<file path="src/sv/plane_dedup_table_defines.svh">
// ----------------------------------------------------------------------------
// plane_dedup_table_defines: assertion macros
// shared concurrent assertion forms, clocked on clk, disabled in reset
// ----------------------------------------------------------------------------
`ifndef PLANE_DEDUP_TABLE_DEFINES_SVH
`define PLANE_DEDUP_TABLE_DEFINES_SVH

// condition holds at every edge
`define PDT_ASSERT_ALWAYS(lbl, cond, msg) \
    lbl: assert property (@(posedge clk) disable iff (!rst_n) (cond)) else $error(msg);

// same-cycle implication
`define PDT_ASSERT_IMPL(lbl, ante, cons, msg) \
    lbl: assert property (@(posedge clk) disable iff (!rst_n) (ante) |-> (cons)) else $error(msg);

// next-cycle implication
`define PDT_ASSERT_NEXT(lbl, ante, cons, msg) \
    lbl: assert property (@(posedge clk) disable iff (!rst_n) (ante) |=> (cons)) else $error(msg);

`endif

</file>
<file path="src/sv/pdt_ram.sv">
// ----------------------------------------------------------------------------
// pdt_ram: generic simple dual-port ram
// one write port, one read port with registered read data
// ----------------------------------------------------------------------------
module pdt_ram #(
    parameter int WIDTH = 8,
    parameter int DEPTH = 16
) (
    input  logic                     clk,
    input  logic                     we,
    input  logic [$clog2(DEPTH)-1:0] waddr,
    input  logic [WIDTH-1:0]         wdata,
    input  logic [$clog2(DEPTH)-1:0] raddr,
    output logic [WIDTH-1:0]         rdata
);

    logic [WIDTH-1:0] mem [DEPTH];

    always_ff @(posedge clk)
    begin
        if (we)
        begin
            mem[waddr] <= wdata;
        end
        rdata <= mem[raddr];
    end

endmodule

</file>
<file path="config.mk">
export PLATFORM = sky130hd
export DESIGN_NAME = pdt_ram
export DESIGN_NICKNAME = d
export VERILOG_FILES = /design/src/sv/plane_dedup_table_defines.svh /design/src/sv/pdt_ram.sv
export SDC_FILE = /design/constraint.sdc
export NUM_CORES = 1
export LEC_CHECK = 0
export ABC_CLOCK_PERIOD_IN_PS = 1700
export BUFFER_PORTS_ARGS = -buffer_cell sky130_fd_sc_hd__buf_2
export CORE_MARGIN = 5
export CORE_UTILIZATION = 25
export DETAILED_ROUTE_END_ITERATION = 8
export GPL_TIMING_DRIVEN = 0
export PLACE_DENSITY_LB_ADDON = 0.3
export SETUP_SLACK_MARGIN = 0.2
export SYNTH_ARGS = -nofsm -noshare
export SYNTH_HDL_FRONTEND = slang
export SYNTH_SLANG_ARGS = --single-unit
export TNS_END_PERCENT = 20
</file>
<file path="constraint.sdc">
create_clock -name clk -period 1.7 [get_ports clk]
set_clock_uncertainty 0.15 [all_clocks]
set_input_delay 0.17 -clock clk [delete_from_list [all_inputs] [get_ports clk]]
set_output_delay 0.17 -clock clk [all_outputs]
set_load 0.02 [all_outputs]
</file>
### Yosys cells after proc, flatten, opt, wreduce, memory -nomap -nowiden

Memory sizes are Yosys's and may differ from the RTL's. A register that Yosys moved wholly into a read port is not among the register bits.
Cells that the tools add are included.

* memories kept: 1
* input port bits: 18
* logic and storage cells: 3
* output and inout port bits: 8
* register bits: 0
* bits in writable memories: 128

* muxes and demuxes: 2

Memories
* mem: depth 16, bits a word 8, read ports 1, clocked after memory_dff 1, wr ports 1, RTL line pdt_ram.sv:17 `logic [WIDTH-1:0] mem [DEPTH];`

Operator list (count)
* 1-bit 2-to-1 mux: 2

### Logic depth before layout (Yosys ltp)

Gate-level depths: netlist (run 1).

* word-level depth: 2
* depth in mapped cells: 5
* mapped depth without buffers: 3

### Least setup slack after synthesis (run 1)

Ideal clock, no wire load.

* path kind: input port to flip-flop
* from: input waddr[2]
* to: memory mem[0][0], enable pin
* setup slack: -113 ps
* arrival time: 1280 ps
* data required time: 1167 ps
* stages on the path: 2
* setup time: 383 ps
* path buffers: 0
* cells stage by stage: or3b_2 -> nor3_1

RTL lines
* start: declaration: RTL line pdt_ram.sv:11 `input logic [$clog2(DEPTH)-1:0] waddr,`
* end: declaration: RTL line pdt_ram.sv:17

No word-level cell before the write port.

### Final worst setup path (run 1)

* from: input waddr[2]
* to: memory mem[2][4], enable pin

No word-level cell before the write port.

==> results of run 1 <==
## metal layers
layer  global-route usage  routed length, um  up-vias
li1                     -                  -     1054
met1               0.1339               4986     1246
met2               0.1347               4747       68
met3              0.03626                807       14
met4              0.04415                195        0
met5                    0                  0        -
## final timing paths
path / startpoint / end
setup reg to reg: mem[3][1] / rdata[1]
hold / removal: wdata[6] / mem[2][6]
setup / recovery: waddr[2] / mem[2][4]
hold reg to reg: mem[11][7] / rdata[7]
## cells in the mapped netlist (all sizes together)
library cell	number	area [um2]
and2b	1	7.510
edfxtp	128	3844
or3b	1	8.760
nor3	4	20.02
nand2	9	33.78
nand3	1	5.000
nand3b	2	15.01
clkdlybuf4s25	3	30.03
and2	1	6.260
a22oi	16	120.1
buf	7	56.30
nand2b	2	12.51
nor2b	1	6.260
nor2	13	48.80
dfxtp	8	160.2
mux4	32	773.2
## power by group
part           internal (mW)  switching (mW)
combinational          0.159           0.254
clock                   2.32            1.41
sequential              3.75          0.0169
## cell families after synthesis
kind of cell,share of synthesized area
flip-flops,0.7778
AND/OR/NAND/NOR,0.03184
multiplexers,0.1502
AO/OA/AOI/OAI,0.02334
buffers and inverters,0.01677
## stage by stage
step	hold slack [ns]	setup TNS, ns	instance area [um2]	setup WS [ns]
4_1_cts	0.0006120	0	6257	0.1101
6_report	0.007310	0	6257	0.09515
2_1_floorplan	0.1189	0	5152	0.1139
5_1_grt	0.007752	0	6257	0.04961
3_3_place_gp	0.4234	-27.07	5610	-0.4934
3_5_place_dp	0.4396	-26.70	5610	-0.4993
## worst max-delay path: stages
cell                     delay, ns
sky130_fd_sc_hd__buf_2        0.13
sky130_fd_sc_hd__or3b_2       0.52
sky130_fd_sc_hd__nor2_1       0.68
## layout make-up
class / instances / area [um2]
clock buffers: 18 / 429.2
flip-flops and latches: 136 / 4004
well taps: 270 / 337.8
multi-input cells: 83 / 1095
clock inverters: 14 / 175.2
repair buffers: 25 / 130.1
fillers: 1927 / 13980
plain buffers: 10 / 86.33
## registers in the layout (all words and copies together), names as in the netlist
name	flops
mem	128
rdata	8
## what timing repair did
action / 4_1_cts / 5_1_grt
hold buffers: 1 / 0
pin swaps: 8 / 0
endpoints found under the hold margin: 16 / 0
gates resized for setup: 17 / 0
endpoints found under the setup margin: 64 / 39
==> results.ini, run 1 <==
[run_status]
outcome=finished, final reports clean

[clock_network]
clock-root-buffer=sky130_fd_sc_hd__clkbuf_16
cts_tree=yes
clockBufferDepth=2
cts_bufs_inserted=17
path_clk_slew_ns=0.06
clkLatencyLatePin_ns=0.42
clkSinkCount=136
post-cts-setup-buffer-count=0
htree_num_levels=4

[floorplan]
dieArea_mm2=0.02356
core-area_mm2=0.02023
initial_utilization=0.2544
fp-row-count=52
io_pins=26
fp.dieW_um=153.5
die_height_um=153.5

[place]
detailed_place_hpwl_mm=6.920
place.detailed.instances=523
port_buffers=24
final_weighted_congestion_in_routability_driven_placement=0.7692

[cells_and_area]
instances_no_fill=556
utilization_after_layout=0.3092
post_route_cells_drive_above_1_share=0.3531
area_delta_synth_final_pct=21.56
layout_commonest_cell=sky130_fd_sc_hd__edfxtp_1
highest_count_cells_in_the_layout_ignoring_fill_and_taps=128 x sky130_fd_sc_hd__edfxtp_1, 27 x sky130_fd_sc_hd__buf_2, 24 x sky130_fd_sc_hd__mux4_2, 17 x sky130_fd_sc_hd__clkbuf_16, 13 x sky130_fd_sc_hd__nor2_1
insertedDiodeCount=0
final_net_count=291

[synthesis]
synthCells=229
syn-num-nets=247
post_synth.cell_area_avg_um2=22.48
number_of_distinct_library_cells_after_synthesis=19
synth.ff_latch_count=136
synth_area_mm2=0.005147
syn_warnings=0
synth_sequential_area_ratio=0.7778

[detailed_routing]
num_vias=2382
aggregate_routed_wire_length_mm=10.74
avgRoutedWirePerCell_um=19.31
viasPerCell=4.284
detailedRoute.firstPassIterationCount=4
drtAntennaViolNets=0
detail_route.drc_violations=0
initialDrtViolationCount=179

[global_routing]
maximum_number_of_pins_on_one_net_before_global_route_repair=17
grt_overflow=0
grt_first_pass_wirelength_mm=16.10
grt_pass1_vias=2506
groute.usage.overall=0.09669
grt_antenna_before_repair=0

[hold_path]
cell_depth_of_the_worst_min_delay_path=1
min-delay-path-class=in -> reg

[power]
powerDensity_mw_per_mm2=1263
static-leakage-power_nw=2.014
peakVddDrop_uv=672.7
finalPower_mw=7.906

[sta]
hold_violations=0
worst_slew_margin_rel=0.4009
timing.final.crit_period_ns=1.605
final_slew_violations=0
finalSetupViolations=0
setup_repair_after_global_routing_missed_its_margin=true
tightestPinTransition_ns=0.8954
fmax_ghz=0.6231
period_share=0.9440

[setup_path]
req_time_crit_path_ns=1.60
cp.arrival_ns=1.50
critical_path_class=in -> reg
r2r_slack_ns=0.15
worstRegToRegCells=3
worstSetupStartpointType=primary input
cp-end-kind=flop
crit_path_max_fanout=8

[flow_run]
drv_cap=0

No activity file was read; power rests on OpenSTA's default activity.
==> run 2: changes to the inputs <==
--- a/config.mk
+++ b/config.mk
@@ -9,6 +9,7 @@
 export BUFFER_PORTS_ARGS = -buffer_cell sky130_fd_sc_hd__buf_2
 export CORE_MARGIN = 5
 export CORE_UTILIZATION = 25
+export CTS_BUF_LIST = sky130_fd_sc_hd__clkbuf_8
 export DETAILED_ROUTE_END_ITERATION = 8
 export GPL_TIMING_DRIVEN = 0
 export PLACE_DENSITY_LB_ADDON = 0.3
==> results.ini, run 2 (synthesized netlist as in run 1, its figures left out) <==
[global_routing]
grt_pass1_vias=2512
maximum_number_of_pins_on_one_net_before_global_route_repair=17
grt_overflow=0
grt_antenna_before_repair=0
groute.usage.overall=0.09577
grt_first_pass_wirelength_mm=16.08

[detailed_routing]
initialDrtViolationCount=169
aggregate_routed_wire_length_mm=10.75
drtAntennaViolNets=0
viasPerCell=4.254
detail_route.drc_violations=0
avgRoutedWirePerCell_um=19.10
detailedRoute.firstPassIterationCount=4
num_vias=2395

[sta]
setup_repair_after_global_routing_missed_its_margin=true
hold_slack_ns=0.1397
postLayoutSetupSlackWorst_ns=0.1366
fmax_ghz=0.6396
tightestPinTransition_ns=0.8781
final_slew_violations=0
hold_violations=0
timing.final.crit_period_ns=1.563
finalSetupViolations=0
worst_slew_margin_rel=0.4124
period_share=0.9196

[run_status]
outcome=finished, final reports clean

[clock_network]
cts_bufs_inserted=17
path_clk_slew_ns=0.08
htree_num_levels=4
clkLatencyLatePin_ns=0.44
clkSinkCount=136
clock-root-buffer=sky130_fd_sc_hd__clkbuf_8
clockBufferDepth=2
post-cts-setup-buffer-count=0
cts_tree=yes

[floorplan]
initial_utilization=0.2544
die_height_um=153.5
dieArea_mm2=0.02356
core-area_mm2=0.02023
io_pins=26
fp-row-count=52
fp.dieW_um=153.5

[power]
finalPower_mw=6.918
static-leakage-power_nw=1.951
peakVddDrop_uv=593.8
powerDensity_mw_per_mm2=1130

[place]
place_worst_setup_slack_ns=-0.4993
detailed_place_hpwl_mm=6.920
postPlaceCellArea_mm2=0.005610
port_buffers=24
final_weighted_congestion_in_routability_driven_placement=0.7692

[cells_and_area]
layout_commonest_cell=sky130_fd_sc_hd__edfxtp_1
final_design_area_no_fill_mm2=0.006121
registers.top_by_ff_count=mem
top_regs=mem (128), rdata (8)
largest_register_ffs=128
post_route_cells_drive_above_1_share=0.3481
area_delta_synth_final_pct=18.91
highest_count_cells_in_the_layout_ignoring_fill_and_taps=128 x sky130_fd_sc_hd__edfxtp_1, 27 x sky130_fd_sc_hd__buf_2, 26 x sky130_fd_sc_hd__mux4_2, 17 x sky130_fd_sc_hd__clkbuf_8, 13 x sky130_fd_sc_hd__nor2_1
final_net_count=298
utilization_after_layout=0.3025
insertedDiodeCount=0

[hold_path]
min-delay-path-class=in -> reg
cell_depth_of_the_worst_min_delay_path=2

[setup_path]
worstRegToRegCells=3
crit_path_max_fanout=8
critical_path_class=in -> reg
cp-end-kind=flop
req_time_crit_path_ns=1.62
cp.arrival_ns=1.48
worstSetupStartpointType=primary input
r2r_slack_ns=0.14

[flow_run]
drv_cap=0

[run 2: cell type report]
class	instances	area [um2]
timing repair buffer	32	200.2
tap	270	337.8
clock inverter	15	178.9
sequential	136	4004
clock buffer	17	234.0
buffer	10	86.33
fill	1953	14110
multi-input combinational	83	1080
[run 2: what timing repair did]
action / 4_1_cts / 5_1_grt
gates resized for setup: 2 / 15
hold buffers: 8 / 0
endpoints found under the hold margin: 128 / 0
pin swaps: 0 / 6
endpoints found under the setup margin: 64 / 40
[run 2: where the power goes]
part / switching, mW / internal (mW) / total [mW]
clock network: 1.28 / 1.46 / 2.73
registers: 0.0172 / 3.74 / 3.76
logic: 0.256 / 0.168 / 0.424
[run 2: worst max-delay path: stages]
cell,delay [ns]
sky130_fd_sc_hd__buf_2,0.13
sky130_fd_sc_hd__or3b_2,0.52
sky130_fd_sc_hd__nor2_1,0.66
[run 2: through the flow]
stage          setup TNS, ns  std cells
6_report                   0        563
3_5_place_dp          -26.70        523
4_1_cts                    0        563
5_1_grt                    0        563
3_3_place_gp          -27.07        523
2_1_floorplan              0        229
[run 2: per-layer routing]
| metal | track usage | routed length (um) | vias up |
|---|---|---|---|
| li1 | - | - | 1067 |
| met1 | 0.1360 | 4923 | 1245 |
| met2 | 0.1343 | 4798 | 73 |
| met3 | 0.03766 | 911 | 10 |
| met4 | 0.03154 | 117 | 0 |
| met5 | 0 | 0 | - |
[run 2: path summary, 6_finish.rpt]
kind / from / end
min reg2reg: mem[11][7] / rdata[7]
max: waddr[2] / mem[2][0]
min: waddr[0] / mem[0][7]
max reg2reg: mem[3][1] / rdata[1]
==> run 3: changes to the inputs <==
--- a/config.mk
+++ b/config.mk
@@ -5,7 +5,7 @@
 export SDC_FILE = /design/constraint.sdc
 export NUM_CORES = 1
 export LEC_CHECK = 0
-export ABC_CLOCK_PERIOD_IN_PS = 1700
+export ABC_CLOCK_PERIOD_IN_PS = 1550
 export BUFFER_PORTS_ARGS = -buffer_cell sky130_fd_sc_hd__buf_2
 export CORE_MARGIN = 5
 export CORE_UTILIZATION = 25
@@ -13,7 +13,7 @@
 export DETAILED_ROUTE_END_ITERATION = 8
 export GPL_TIMING_DRIVEN = 0
 export PLACE_DENSITY_LB_ADDON = 0.3
-export SETUP_SLACK_MARGIN = 0.2
+export SETUP_SLACK_MARGIN = 0.15
 export SYNTH_ARGS = -nofsm -noshare
 export SYNTH_HDL_FRONTEND = slang
 export SYNTH_SLANG_ARGS = --single-unit
==> constraint.sdc (replaced) <==
create_clock -name clk -period 1.55 [get_ports clk]
set_clock_uncertainty 0.15 [all_clocks]
set_input_delay 0.155 -clock clk [delete_from_list [all_inputs] [get_ports clk]]
set_output_delay 0.155 -clock clk [all_outputs]
set_load 0.02 [all_outputs]
==> results.ini, run 3 (synthesized netlist as in run 1, its figures left out) <==
[cells_and_area]
registers.top_by_ff_count=mem
final_net_count=299
post_route_cells_drive_above_1_share=0.3469
insertedDiodeCount=0
top_regs=mem (128), rdata (8)
multi_input_comb_area_mm2=0.001119
final_design_area_no_fill_mm2=0.006130
layout_commonest_cell=sky130_fd_sc_hd__edfxtp_1
area_delta_synth_final_pct=19.08
instances_no_fill=564
utilization_after_layout=0.3029
sequential_cell_area_mm2=0.004004
highest_count_cells_in_the_layout_ignoring_fill_and_taps=128 x sky130_fd_sc_hd__edfxtp_1, 28 x sky130_fd_sc_hd__buf_2, 24 x sky130_fd_sc_hd__mux4_2, 17 x sky130_fd_sc_hd__clkbuf_8
fillers=1983
largest_register_ffs=128

[detailed_routing]
avgRoutedWirePerCell_um=19.95
drtAntennaViolNets=0
detail_route.drc_violations=0
initialDrtViolationCount=161
detailedRoute.firstPassIterationCount=4
viasPerCell=4.275
aggregate_routed_wire_length_mm=11.25
num_vias=2411

[clock_network]
clkLatencyLatePin_ns=0.43
clock-root-buffer=sky130_fd_sc_hd__clkbuf_8
cts_tree=yes
cts_bufs_inserted=17
htree_num_levels=4
path_clk_slew_ns=0.07
clockBufferDepth=2
clkSinkCount=136

[sta]
finalSetupViolations=1
period_share=1.018
final_slew_violations=0
worst_slew_margin_rel=0.4294
finalSetupTns_ns=-0.02731
hold_slack_ns=0.09150
setup_repair_after_global_routing_missed_its_margin=true
postLayoutSetupSlackWorst_ns=-0.02731
timing.final.crit_period_ns=1.577
fmax_ghz=0.6340
tightestPinTransition_ns=0.8527
hold_violations=0

[setup_path]
critical_path_buf_inv_count=0
cp.arrival_ns=1.71
cp-end-kind=flop
req_time_crit_path_ns=1.69
critPathSlowestCell=sky130_fd_sc_hd__mux4_2
crit_path_max_fanout=1
crit_chain=mux4_2 > a22oi_1 > nand2_1
critical-path-top-delay-family=multiplexers
slowest_delay_ns=0.48
worstSetupStartpointType=flop
critical_path_class=reg -> reg

[power]
peakVddDrop_uv=803.3
cell_internal_pwr_mw=5.829
power.switching_fraction=0.2132
power.sequential.fraction=0.557
total_switching_power_mw=1.580
static-leakage-power_nw=1.957
finalPower_mw=7.409
powerDensity_mw_per_mm2=1209
combinationalPowerShare=0.064
power.share.clock=0.379

[floorplan]
initial_utilization=0.2544
die_height_um=153.5
fp-row-count=52
io_pins=26
core-area_mm2=0.02023
fp.dieW_um=153.5
dieArea_mm2=0.02356

[place]
postPlaceCellArea_mm2=0.005637
final_weighted_congestion_in_routability_driven_placement=0.6995
port_buffers=24
place.detailed.instances=524
detailed_place_hpwl_mm=7.155
place_worst_setup_slack_ns=-0.6239

[flow_run]
drv_cap=0

[run_status]
failing_checks=negative setup slack
outcome=finished, violations left

[hold_path]
min-delay-path-class=in -> reg

[global_routing]
grt_pass1_vias=2583
groute.usage.overall=0.09907
maximum_number_of_pins_on_one_net_before_global_route_repair=17
grt_overflow=0
grt_antenna_before_repair=0
grt_first_pass_wirelength_mm=16.59

==> run 3: cell count changes in the layout (fill, tap and decap cells not counted), moves of 2 or more <==
cell and change:
sky130_fd_sc_hd__inv_6 -2, sky130_fd_sc_hd__nor2_1 -8, sky130_fd_sc_hd__clkinv_1 +5, sky130_fd_sc_hd__mux4_2 -2
sky130_fd_sc_hd__nor2_2 +8, sky130_fd_sc_hd__mux4_1 +2, sky130_fd_sc_hd__clkinv_4 -5, sky130_fd_sc_hd__inv_1 +2
==> run 3: timing repair <==
item	CTS	global route
setup buffers	0	0
endpoints found under the setup margin	20	40
endpoints found under the hold margin	128	0
hold buffers	8	0
gates resized for setup	13	7
pin swaps	7	5
==> run 3: area by class of cell <==
class / count / area share
plain buffers: 10 / 0.01408
clock buffers: 17 / 0.03817
clock inverters: 15 / 0.02347
multi-input cells: 83 / 0.1825
flip-flops and latches: 136 / 0.6532
well taps: 270 / 0.05511
repair buffers: 33 / 0.03348
==> run 3: worst paths after layout <==
kind         slack (ns)  cells after the start        from        end
max               -0.03                      3   mem[3][6]   rdata[6]
min reg2reg        0.52                      3  mem[12][0]   rdata[0]
min                0.09                      2    waddr[1]  mem[0][6]
max reg2reg       -0.03                      3   mem[3][6]   rdata[6]
==> run 3: worst register-to-register path: stages, from the launching register on <==
cell and delay, ns:
sky130_fd_sc_hd__edfxtp_1 0.36, sky130_fd_sc_hd__mux4_2 0.48, sky130_fd_sc_hd__a22oi_1 0.29, sky130_fd_sc_hd__nand2_1 0.16
==> run 3: power by group through the flow <==
stage / clock network, mW / logic (mW) / registers [mW]
floorplan: 0 / 0.212 / 4.24
global placement: 0 / 0.439 / 4.20
detailed placement: 0 / 0.448 / 4.21
CTS: 2.87 / 0.483 / 4.13
global route: 3.04 / 0.514 / 4.13
finish: 2.81 / 0.474 / 4.13
==> run 3: metal layers <==
layer  part of all wire  global-route usage  up-vias
met1               0.45              0.1295     1277
li1                   -                   -     1066
met5                  0                   0        -
met2               0.49              0.1552       60
met4             0.0099             0.02733        0
met3              0.053             0.03794        8
