[config.mk]
export PLATFORM = sky130hd
export DESIGN_NAME = pdt_cell
export DESIGN_NICKNAME = d
export VERILOG_FILES = /design/src/sv/plane_dedup_table_defines.svh /design/src/sv/pdt_pkg.sv /design/src/sv/pdt_cell.sv
export SDC_FILE = /design/constraint.sdc
export NUM_CORES = 1
export LEC_CHECK = 0
export BUFFER_PORTS_ARGS = -buffer_cell sky130_fd_sc_hd__buf_2
export CORE_AREA = 4 4 235 237
export CTS_BUF_LIST = sky130_fd_sc_hd__clkbuf_16
export DETAILED_ROUTE_END_ITERATION = 7
export DIE_AREA = 0 0 239 241
export SLEW_MARGIN = 25
export SYNTH_ARGS = -nofsm -noshare
export SYNTH_HDL_FRONTEND = slang
export SYNTH_SLANG_ARGS = --single-unit
[constraint.sdc]
create_clock -name clk -period 1 [get_ports clk]
set_input_delay 0.15 -clock clk [delete_from_list [all_inputs] [get_ports clk]]
set_output_delay 0.15 -clock clk [all_outputs]
set_load 0.02 [all_outputs]
[src/sv/plane_dedup_table_defines.svh]
// ----------------------------------------------------------------------------
// plane_dedup_table_defines: assertion macros
// shared concurrent assertion forms, clocked on clk, disabled in reset
// ----------------------------------------------------------------------------
`ifndef PLANE_DEDUP_TABLE_DEFINES_SVH
`define PLANE_DEDUP_TABLE_DEFINES_SVH

// condition holds at every edge
`define PDT_ASSERT_ALWAYS(lbl, cond, msg) \
    lbl: assert property (@(posedge clk) disable iff (!rst_n) (cond)) else $error(msg);

// same-cycle implication
`define PDT_ASSERT_IMPL(lbl, ante, cons, msg) \
    lbl: assert property (@(posedge clk) disable iff (!rst_n) (ante) |-> (cons)) else $error(msg);

// next-cycle implication
`define PDT_ASSERT_NEXT(lbl, ante, cons, msg) \
    lbl: assert property (@(posedge clk) disable iff (!rst_n) (ante) |=> (cons)) else $error(msg);

`endif

[src/sv/pdt_pkg.sv]
// ----------------------------------------------------------------------------
// pdt_pkg: plane dedup table package
// sizes, codes and the compare packet shared by the table modules
// ----------------------------------------------------------------------------
package pdt_pkg;

    localparam int TABLE_DEPTH = 2048;
    localparam int ADDR_W      = $clog2(TABLE_DEPTH);
    localparam int CNT_W       = $clog2(TABLE_DEPTH + 1);

    localparam int NRM_W   = 20;
    localparam int DST_W   = 27;
    localparam int VAL_W   = 27;
    localparam int NTOL_W  = 19;
    localparam int DTOL_W  = 16;
    localparam int TOL_W   = 19;
    localparam int IDX_W   = 11;
    localparam int CNTO_W  = 12;
    localparam int LANES   = 4;
    localparam int NUM_CELLS = 4;
    localparam int ENTRY_W = 3 * NRM_W + DST_W + 3;
    localparam int IN_W    = 104;
    localparam int OUT_W   = 120;
    localparam int CFG_IDX_W  = 1;
    localparam int CFG_DATA_W = 19;

    typedef enum logic [1:0] {
        ACT_FIND  = 2'd0,
        ACT_CLEAR = 2'd1,
        ACT_READ  = 2'd2
    } action_t;

    typedef enum logic [2:0] {
        ST_FOUND    = 3'd0,
        ST_INSERTED = 3'd1,
        ST_FULL     = 3'd2,
        ST_CLEARED  = 3'd3,
        ST_READ     = 3'd4
    } status_t;

    typedef enum logic [CFG_IDX_W-1:0] {
        CFG_NORMAL_TOL = 1'd0,
        CFG_DIST_TOL   = 1'd1
    } cfg_idx_t;

    typedef logic [VAL_W-1:0] val_t;
    typedef logic [TOL_W-1:0] tol_t;

    // one stored entry on its way down the compare row
    typedef struct packed {
        logic                  valid;
        logic [ADDR_W-1:0]     idx;
        val_t [LANES-1:0]      ent;
        val_t [LANES-1:0]      qry;
        tol_t [LANES-1:0]      tol;
        logic                  dir;
        logic                  neg;
    } pkt_t;

endpackage

[src/sv/pdt_cell.sv]
// ----------------------------------------------------------------------------
// pdt_cell: one compare cell of the row
// checks lane 0 direct and negated, then rotates the lanes to the next cell
// ----------------------------------------------------------------------------
module pdt_cell
    import pdt_pkg::*;
(
    input  logic clk,
    input  logic rst_n,
    input  logic flush,
    input  pkt_t pin,
    output pkt_t pout
);

    logic signed [VAL_W+1:0] d_dir;
    logic signed [VAL_W+1:0] d_neg;
    logic        [VAL_W+1:0] a_dir;
    logic        [VAL_W+1:0] a_neg;
    logic                    ok_dir;
    logic                    ok_neg;
    pkt_t                    pkt_next;
    logic                    valid_reg;
    pkt_t                    pkt_reg;

    always_comb
    begin
        d_dir  = (VAL_W+2)'($signed(pin.ent[0])) - (VAL_W+2)'($signed(pin.qry[0]));
        d_neg  = (VAL_W+2)'($signed(pin.ent[0])) + (VAL_W+2)'($signed(pin.qry[0]));
        a_dir  = (d_dir < 0) ? $unsigned(-d_dir) : $unsigned(d_dir);
        a_neg  = (d_neg < 0) ? $unsigned(-d_neg) : $unsigned(d_neg);
        ok_dir = a_dir < (VAL_W+2)'(pin.tol[0]);
        ok_neg = a_neg < (VAL_W+2)'(pin.tol[0]);

        pkt_next = pin;
        for (int j = 0; j < LANES - 1; j++)
        begin
            pkt_next.ent[j] = pin.ent[j+1];
            pkt_next.qry[j] = pin.qry[j+1];
            pkt_next.tol[j] = pin.tol[j+1];
        end
        pkt_next.ent[LANES-1] = pin.ent[0];
        pkt_next.qry[LANES-1] = pin.qry[0];
        pkt_next.tol[LANES-1] = pin.tol[0];
        pkt_next.dir = pin.dir & ok_dir;
        pkt_next.neg = pin.neg & ok_neg;
    end

    always_ff @(posedge clk or negedge rst_n)
    begin
        if (!rst_n)
        begin
            valid_reg <= 1'b0;
        end
        else
        begin
            valid_reg <= pin.valid & ~flush;
        end
    end

    always_ff @(posedge clk)
    begin
        pkt_reg <= pkt_next;
    end

    always_comb
    begin
        pout       = pkt_reg;
        pout.valid = valid_reg;
    end

endmodule
# --- Word level (Yosys, flattened, before mapping) ---
# Index checks and enable logic that the tools add are counted.
classes:
  magnitude_cmp: 4
  bitwise: 4
  n_addsub: 4
  mux: 2
op_table:
  columns: ["op", "n"]
  rows:
  - ["$lt 29x19->1", 2]
  - ["$mux 29", 2]
  - ["$neg 28->29", 2]
  - ["$lt 28x1->1 const B", 2]
  - ["$add 27x27->28", 1]
  - ["$sub 27x27->28", 1]
  - ["$and 1x1->1", 3]
  - ["$not 1->1", 1]
totals:
  regBits: 306
  out_inout_bits: 306
  elab_cells: 30
  inputBits: 309

# --- Longest topological paths before layout ---
# Gate-level depths: netlist of the first run.
depth:
  depth_word: 5
  depth_mapped: 24

# --- Worst setup path before layout of the first run ---
# No wires, ideal clock.
synth_timing:
  path_kind: "input to register"
  from: "input port pin[81] (netlist name)"
  to: "register pkt_reg, in the netlist pout[0]"
  slack_ns: -3.459
  setup_time_ns: 0.103
  t_arrival_ns: 4.356
  path_stages: 21
  path_cell_list: "inv_1 ha_1 buf_2 or2_0 a221o_1 a31oi_1 o21ai_0 a21o_1 a31oi_1 clkbuf_1 nor2_1 xnor2_1 ha_1 a21o_1 a21o_1 a21oi_1 nor2b_1 o21ai_0 nor4bb_1 nand3_1 a2111oi_2"
synth_lines:
  columns: ["item", "line", "text"]
  rows:
  - ["from (decl)", "pdt_cell.sv:11", "input pkt_t pin,"]
  - ["to (signal assigned)", "pdt_cell.sv:62", "pkt_reg <= pkt_next;"]
  - ["to (decl)", "pdt_cell.sv:23", "pkt_t pkt_reg;"]

==> flow_metrics.env, run 1 <==
export IMPL_drive_above_1_share=0.5854
export IMPL_drcViolationCount=0
export IMPL_synth_seq_cells=306
export IMPL_core_area_um2=53280
export IMPL_synth_edf_count=0
export IMPL_syn_avg_cell_area_um2=10.36
export IMPL_cts_tree="yes"
export IMPL_cp_start_kind="primary input"
export IMPL_synth_commonest_cells="dfxtp_1, ha_1, inv_1, nor2_1, a21oi_1"
export IMPL_fin_crit_ns=3.848
export IMPL_crit_family="compound AO/OA/AOI/OAI gates"
export IMPL_cts_root_buf="clkbuf_16"
export IMPL_p_leak_nw=11.92
export IMPL_cts_num_sinks=306
export IMPL_antenna_left=0
export IMPL_grt_max_degree=15
export IMPL_overflow=0
export IMPL_fin_crit_sh=3.848
export IMPL_status="finished, violations left"
export IMPL_drv_slew=0
export IMPL_hold_viol=0
export IMPL_synth_async_reset_ratio=0.003268
export IMPL_path_class="in -> reg"
export IMPL_critPathMaxFanout=3
export IMPL_syn_to_final_growth_pct=117.8
export IMPL_yosysSeqAreaShare=0.5239
export IMPL_maxSlewHeadroom=0.5440
export IMPL_end_kind="flop"
export IMPL_netlist_area_leader_share=0.5218
export IMPL_cts_htree_levels=2
export IMPL_yosysTopAreaCell="dfxtp_1"
export IMPL_max_cap_violations=0
export IMPL_fmax_mhz=259.9
export IMPL_path_clk_slew_ns=0.07
export IMPL_ioPinCount=615
export IMPL_dp_hpwl_um=61140
export IMPL_gp_congestion=0.9390
export IMPL_start_util=0.2196
export IMPL_chipWidth_um=239
export IMPL_synthFlopType="dfxtp_1"
export IMPL_drt_iter0_drc=582
export IMPL_crit_buf_inv=6
export IMPL_avgRoutedWirePerCell_um=24.48
export IMPL_violations="negative setup slack"
export IMPL_crit_slowest_cell="fa_2"
export IMPL_antenna_found_initial=27
export IMPL_dieArea_um2=57600
export IMPL_hold_class="in -> reg"
export IMPL_yosys_warnings=0
export IMPL_setup_viol=308
export IMPL_critPathMaxStageDelay_ns=0.39
export IMPL_synthCells=1130
export IMPL_holdWs_ns=0.07906
export IMPL_clock_path_buffers=3
export IMPL_setup_ws_ns=-2.848
export IMPL_grt_usage=0.2536
export IMPL_grt_pass1_wl_um=105200
export IMPL_core_rowCount=85
export IMPL_tightest_slew_ns=0.6752
export IMPL_numCtsBuffers=36
export IMPL_syn_nets=1533
export IMPL_grt_pass1_vias=14825
export IMPL_grt_setup_unrepaired="yes"
export IMPL_first_pass_iters=4
export IMPL_ir_worst_vdd_mv=0.9879
export IMPL_yosysMostFrequentCell="dfxtp_1"
export IMPL_power_w=0.03928
export IMPL_nets=2813
export IMPL_synth_area_leaders="dfxtp_1, ha_1, xnor2_1"
export IMPL_routed_via_count=13889
export IMPL_cp_common_cell="buf_4"
export IMPL_via_per_inst=4.415
export IMPL_cp_required_ns=1.48
export IMPL_routed_wl_um=77010
export IMPL_io_buffers=614
export IMPL_p_per_area_nw_per_um2=1541
export IMPL_netlist_area_um2=11700
export IMPL_arrival_ns=4.33
export IMPL_yosysUniqueCellTypes=83
export IMPL_die_h_um=241
export IMPL_largest_register_ffs=305
-- final timing paths --
kind / startpoint / to / slack [ns] / cells after the start
max: pin[79] / pout[1] / -2.85 / 25
min: pin[0] / pout[0] / 0.08 / 4
max in group asynchronous: rst_n / valid_reg / 0.43 / 3
min in group asynchronous: rst_n / valid_reg / 0.46 / 3
-- repair_timing --
item / in CTS / in global routing
setup endpoints to repair: 308 / 308
endpoints found under the hold margin: 305 / 1
resized for setup: 994 / 37
pin swaps: 30 / 19
buffers inserted: 15 / 7
hold buffers: 306 / 1
-- layout make-up --
class,instances,area (um^2)
fill,4864,27800
timing repair buffer,1276,10910
antenna,14,35.03
sequential,306,6541
clock buffer,36,900.9
tap,696,870.8
inverter,77,294.0
clock inverter,28,281.5
multi-input combinational,713,5650
-- logic make-up (layout without fill, tap and decap cells) --
kind of cell	count (synthesis)	after routing	synth area share
and+or+nand+nor	291	291	0.1331
other	0	14	0
xor gates and xnor gates	72	72	0.05389
DFF	306	306	0.5239
AOI/OAI and AO/OA	254	254	0.1478
buffers and inverters	111	1417	0.03774
adders and majority gates	94	94	0.1018
muxes	2	2	0.001818
-- cell usage in the layout, fill, tap and decap left out, types with 26 or more instances in the layout --
master and count:
xnor2_1 51, dfxtp_2 292, a21o_1 26, o21ai_0 39, buf_2 304, dlygate4sd3_1 307, ha_1 82, buf_6 280
inv_1 76, clkbuf_16 36, nand2_1 52, nor2_1 65, buf_4 353, a21oi_1 52
-- routing by layer --
metal | global-route usage | vias up | part of all wire
met4 | 0.1257 | 10 | 0.057
met5 | 0 | - | 0.00069
met1 | 0.3067 | 6645 | 0.41
met3 | 0.08079 | 146 | 0.080
li1 | - | 6568 | -
met2 | 0.4087 | 520 | 0.46
-- metrics by stage --
step                worst slack [ns]  cell area [um^2]    util  setup TNS, ns  instances
detailed placement            -3.602             18260  0.3427         -6.933       2739
global route                  -3.055             25470  0.4780         -60.78       3138
CTS                           -2.810             25210  0.4732         -60.57       3124
finish                        -2.848             25490  0.4783         -49.52       3146
floorplan                     -2.947             11970       -         -5.868       1130
global placement              -3.568             18260  0.3427         -6.906       2739
-- power breakdown --
part           total [W]  internal, W  switching (W)
sequential        0.0134       0.0130       0.000421
clock             0.0135      0.00789        0.00557
combinational     0.0124      0.00641        0.00603
Note: power is estimated with default switching activity, not from simulation.
==> run 2: changes to the inputs <==
--- a/config.mk
+++ b/config.mk
@@ -5,11 +5,11 @@
 export SDC_FILE = /design/constraint.sdc
 export NUM_CORES = 1
 export LEC_CHECK = 0
-export BUFFER_PORTS_ARGS = -buffer_cell sky130_fd_sc_hd__buf_2
 export CORE_AREA = 4 4 235 237
 export CTS_BUF_LIST = sky130_fd_sc_hd__clkbuf_16
 export DETAILED_ROUTE_END_ITERATION = 7
 export DIE_AREA = 0 0 239 241
+export DONT_BUFFER_PORTS = 1
 export SLEW_MARGIN = 25
 export SYNTH_ARGS = -nofsm -noshare
 export SYNTH_HDL_FRONTEND = slang
==> run 2 against run 1 <==
Compared with the run above: the flow still finishes with violations (negative setup slack); via count down 18%; first-iteration DRC count down 20%; sequential power up 4%; non-clock buffer count down 598; design area down 16%; clock power down 3%; die area unchanged; critical path type unchanged; largest power group is now sequential cells.
==> flow_metrics.env, run 2 (same netlist as run 1, synthesis figures left out) <==
export IMPL_first_pass_iters=5
export IMPL_grt_setup_unrepaired="yes"
export IMPL_setup_ws_ns=-2.829
export IMPL_drt_iter0_drc=467
export IMPL_drcViolationCount=0
export IMPL_start_util=0.2196
export IMPL_post_route_util=0.4032
export IMPL_post_dp_cell_area_um2=15290
export IMPL_cts_htree_levels=2
export IMPL_final_common_cell="buf_4"
export IMPL_avgRoutedWirePerCell_um=28.45
export IMPL_fillCellCount=5085
export IMPL_largest_register_ffs=305
export IMPL_path_clk_slew_ns=0.06
export IMPL_path_class="in -> reg"
export IMPL_end_kind="flop"
export IMPL_violations="negative setup slack"
export IMPL_cp_start_kind="primary input"
export IMPL_routed_via_count=11355
export IMPL_antenna_left=0
export IMPL_ir_worst_vdd_mv=1.011
export IMPL_nets=2213
export IMPL_power_frac_clock=0.357
export IMPL_max_cap_violations=0
export IMPL_fin_crit_sh=3.829
export IMPL_dieArea_um2=57600
export IMPL_cts_tree="yes"
export IMPL_maxSlewHeadroom=0.5333
export IMPL_min_from="pin[1]"
export IMPL_drive_above_1_share=0.4490
export IMPL_cp_startpoint="pin[79]"
export IMPL_p_int_w=0.02531
export IMPL_chipWidth_um=239
export IMPL_cp_required_ns=1.47
export IMPL_drv_slew=0
export IMPL_fmax_mhz=261.2
export IMPL_multi_input_area_um2=5749
export IMPL_io_buffers=0
export IMPL_p_sw_w=0.01129
export IMPL_power_w=0.03660
export IMPL_via_per_inst=4.470
export IMPL_dp_hpwl_um=58940
export IMPL_grt_pass1_wl_um=95610
export IMPL_tightest_slew_ns=0.6911
export IMPL_numCtsBuffers=34
export IMPL_final_cell_mix="buf_4, dlygate4sd3_1, dfxtp_4"
export IMPL_setup_viol=308
export IMPL_overflow=0
export IMPL_antenna_found_initial=38
export IMPL_critPathMaxFanout=4
export IMPL_grt_max_degree=16
export IMPL_ioPinCount=615
export IMPL_hold_viol=0
export IMPL_regArea_um2=7148
export IMPL_syn_to_final_growth_pct=83.60
export IMPL_cts_num_sinks=306
export IMPL_p_per_area_nw_per_um2=1704
export IMPL_p_leak_nw=9.065
export IMPL_fin_area_um2=21490
export IMPL_p_sw_frac=0.3084
export IMPL_routed_wl_um=72270
export IMPL_core_rowCount=85
export IMPL_cts_root_buf="clkbuf_16"
export IMPL_holdWs_ns=0.06284
export IMPL_arrival_ns=4.30
export IMPL_die_h_um=241
export IMPL_clock_path_buffers=3
export IMPL_hold_class="in -> reg"
export IMPL_grt_usage=0.2374
export IMPL_status="finished, violations left"
export IMPL_grt_pass1_vias=11942
export IMPL_power_frac_seq=0.379
export IMPL_fin_crit_ns=3.829
export IMPL_gp_congestion=0.9278
export IMPL_combPwrFrac=0.264
export IMPL_core_area_um2=53280
run 2: cell types whose count changed in the layout (fill, tap and decap cells not counted), moves of 5 or more:
cell,previous run,this run
buf_4,353,321
dfxtp_2,292,50
buf_2,304,0
dfxtp_4,12,254
buf_6,280,14
buf_8,25,20
buf_12,7,15
run 2: through the flow:
step / cells / setup WS (ns) / setup TNS (ns)
after floorplan: 1130 / -2.947 / -5.868
after global placement: 2141 / -3.521 / -6.764
after detailed placement: 2141 / -3.588 / -6.929
after CTS: 2529 / -2.853 / -39.13
after global routing: 2536 / -3.062 / -39.74
final: 2540 / -2.829 / -29.09
run 2: power by group through the flow:
stage | Sequential [W] | Clock [W] | Combinational (W)
2_1_floorplan | 0.0141 | 0 | 0.00418
3_3_place_gp | 0.0143 | 0 | 0.00762
6_report | 0.0139 | 0.0131 | 0.00966
3_5_place_dp | 0.0143 | 0 | 0.00770
4_1_cts | 0.0139 | 0.0133 | 0.00948
5_1_grt | 0.0139 | 0.0138 | 0.0105
run 2: repair_timing:
action                                  CTS  global route
pin swaps                                52            16
gates cloned                              0             0
hold buffers                            308             0
resized for setup                       690            33
buffers inserted                         22             0
endpoints found under the setup margin  308           308
hold endpoints to repair                306             0
run 2: critical path, stage by stage:
cell,delay (ns)
inv_1,0.04
buf_4,0.14
fa_2,0.37
a21o_4,0.24
a221oi_4,0.31
buf_4,0.19
o21ai_2,0.12
nor3_2,0.20
a311oi_4,0.11
nor4_4,0.37
buf_4,0.19
a21oi_1,0.07
xnor2_1,0.14
ha_1,0.29
a21o_1,0.16
a21oi_1,0.13
nor2b_1,0.06
o21ai_1,0.17
nor4bb_4,0.27
o31ai_4,0.13
a311oi_2,0.25
o2111a_1,0.20
run 2: metal layers:
metal  share of wire  global-route usage  wire length [um]
met2            0.48              0.4022             34880
met3            0.10              0.1028              7403
met5          0.0014                   0               101
met4           0.021             0.04827              1521
met1            0.39              0.2824             28360
run 2: layout make-up:
cell class,count,area share
Inverter,77,0.01415
Timing Repair Buffer,678,0.2909
Tap cell,696,0.04053
Clock inverter,24,0.01205
Antenna cell,11,0.001281
Sequential cell,306,0.3327
Clock buffer,35,0.04076
Multi-Input combinational cell,713,0.2676
run 2: path summary, 6_finish.rpt:
| check | slack (ns) | end | cells past startpoint |
|---|---|---|---|
| setup / recovery | -2.83 | pout[1] | 22 |
| min in group asynchronous | 0.41 | valid_reg | 2 |
| hold / removal | 0.06 | pout[1] | 4 |
| max in group asynchronous | 0.46 | valid_reg | 2 |
==> run 3: changes to the inputs <==
--- a/config.mk
+++ b/config.mk
@@ -10,6 +10,7 @@
 export DETAILED_ROUTE_END_ITERATION = 7
 export DIE_AREA = 0 0 239 241
 export DONT_BUFFER_PORTS = 1
+export GPL_TIMING_DRIVEN = 0
 export SLEW_MARGIN = 25
 export SYNTH_ARGS = -nofsm -noshare
 export SYNTH_HDL_FRONTEND = slang
==> run 3 against run 2 <==
Compared with the run above: the run still ends with negative setup slack left; flip-flop and latch count unchanged; fmax down 1.8%; critical endpoint unchanged; die area unchanged; global-route usage decreased by 1.3 points; wire length down 4.3%; clock power fell by 5%; sequential share of layout area increased by 4.9 points; combinational power is 23% lower; total power shrank 7.0%; largest cell class unchanged; critical path depth did not move.
==> flow_metrics.env, run 3 (same netlist as run 1, synthesis figures left out) <==
export IMPL_cp_start_kind="primary input"
export IMPL_path_clk_slew_ns=0.06
export IMPL_violations="negative setup slack"
export IMPL_nets=1904
export IMPL_drive_above_1_share=0.3441
export IMPL_core_area_um2=53280
export IMPL_start_util=0.2196
export IMPL_p_leak_nw=7.432
export IMPL_clock_path_buffers=3
export IMPL_fillCellCount=5230
export IMPL_antenna_left=0
export IMPL_end_kind="flop"
export IMPL_fmax_mhz=256.4
export IMPL_dp_hpwl_um=55760
export IMPL_numCtsBuffers=34
export IMPL_regArea_um2=7242
export IMPL_fin_crit_sh=3.900
export IMPL_hold_viol=0
export IMPL_hold_class="in -> reg"
export IMPL_tightest_slew_ns=0.7111
export IMPL_grt_max_degree=14
export IMPL_maxSlewHeadroom=0.5197
export IMPL_ioPinCount=615
export IMPL_cts_tree="yes"
export IMPL_cp_required_ns=1.45
export IMPL_status="finished, violations left"
export IMPL_drt_iter0_drc=566
export IMPL_multi_input_area_um2=5878
export IMPL_setup_tns_ns=-25.41
export IMPL_drcViolationCount=0
export IMPL_avgRoutedWirePerCell_um=30.98
export IMPL_path_class="in -> reg"
export IMPL_first_pass_iters=5
export IMPL_dpl_cell_count=1826
export IMPL_post_route_util=0.3562
export IMPL_power_w=0.03403
export IMPL_gp_congestion=0.9226
export IMPL_dieArea_um2=57600
export IMPL_chipWidth_um=239
export IMPL_p_per_area_nw_per_um2=1793
export IMPL_cts_num_sinks=306
export IMPL_arrival_ns=4.35
export IMPL_drv_slew=0
export IMPL_io_buffers=0
export IMPL_die_h_um=241
export IMPL_critPathMaxFanout=4
export IMPL_antenna_found_initial=36
export IMPL_core_rowCount=85
export IMPL_cts_root_buf="clkbuf_16"
export IMPL_routed_via_count=10357
export IMPL_grt_usage=0.2247
export IMPL_routed_wl_um=69190
export IMPL_final_cell_mix="dlygate4sd3_1, dfxtp_4, ha_1"
export IMPL_via_per_inst=4.638
export IMPL_setup_viol=308
export IMPL_max_cap_violations=0
export IMPL_syn_to_final_growth_pct=62.17
export IMPL_grt_setup_unrepaired="yes"
export IMPL_grt_pass1_vias=10488
export IMPL_overflow=0
export IMPL_cts_htree_levels=2
export IMPL_setup_ws_ns=-2.900
export IMPL_fin_cells=2233
export IMPL_fin_crit_ns=3.900
export IMPL_final_common_cell="dlygate4sd3_1"
export IMPL_grt_pass1_wl_um=89610
export IMPL_largest_register_ffs=305
export IMPL_ir_worst_vdd_mv=1.191
## run 3: cell types whose count changed in the layout (fill, tap and decap cells not counted), sizes merged
cell / change
diode: +3
bufinv: -1
buf: -324
clkinvlp: +1
inv: -3
clkbuf: +15
clkinv: +2
## run 3: layer usage
| layer | up-vias | GRT usage | wire length (um) | share of wire |
|---|---|---|---|---|
| met1 | 4995 | 0.2711 | 27640 | 0.40 |
| li1 | 4742 | - | - | - |
| met3 | 100 | 0.09325 | 6803 | 0.098 |
| met5 | - | 0 | 62 | 0.00090 |
| met2 | 510 | 0.3641 | 32150 | 0.46 |
| met4 | 10 | 0.07608 | 2533 | 0.037 |
## run 3: per-stage QoR
step           setup WS (ns)  cell area (um^2)  hold WS (ns)
6_report              -2.900             18980        0.1282
3_5_place_dp          -4.182             12840       -0.1455
3_3_place_gp          -4.053             12840       -0.1455
2_1_floorplan         -2.947             11970       -0.1456
5_1_grt               -3.009             18960       0.09320
4_1_cts               -2.913             18610       0.04686
## run 3: what timing repair did
item	in CTS	in global routing
gates cloned	0	1
gates resized for setup	663	49
pin swaps	26	26
setup buffers	18	13
endpoints found under the setup margin	308	308
endpoints found under the hold margin	306	0
hold buffers	308	0
## run 3: final cells by class
type,count,share of cell area
buffer,29,0.01141
clock inverter,23,0.01180
inverter,77,0.01536
timing repair buffer,340,0.1762
multi-input combinational,713,0.3097
sequential,306,0.3816
clock buffer,35,0.04615
tap,696,0.04589
antenna,14,0.001846
## run 3: critical path: stages
cell and delay (ns):
inv_4 0.03, ha_4 0.12, inv_2 0.03, fa_2 0.36
a21o_1 0.26, a221oi_4 0.27, buf_6 0.17, o21bai_1 0.14
xnor2_2 0.23, nor4_4 0.28, nor3b_4 0.33, a21oi_1 0.13
xnor2_1 0.14, ha_1 0.32, a21o_1 0.18, a21oi_2 0.14
nor2b_1 0.06, o21ai_1 0.13, nor4bb_4 0.22, o31ai_2 0.12
a311oi_1 0.25, o2111a_1 0.28
## run 3: power breakdown
| part | leakage (nW) | internal [W] | switching [W] | total, W |
|---|---|---|---|---|
| Combinational | 4.19 | 0.00347 | 0.00398 | 0.00745 |
| Clock | 0.559 | 0.00740 | 0.00508 | 0.0125 |
| Sequential | 2.69 | 0.0126 | 0.00153 | 0.0141 |
## run 3: final timing paths
| check | from | to | slack, ns | depth (start not counted) |
|---|---|---|---|---|
| setup / recovery | pin[186] | pout[1] | -2.90 | 22 |
| max in group asynchronous | rst_n | valid_reg | 0.52 | 2 |
| hold / removal | pin[1] | pout[1] | 0.13 | 4 |
| min in group asynchronous | rst_n | valid_reg | 0.38 | 2 |
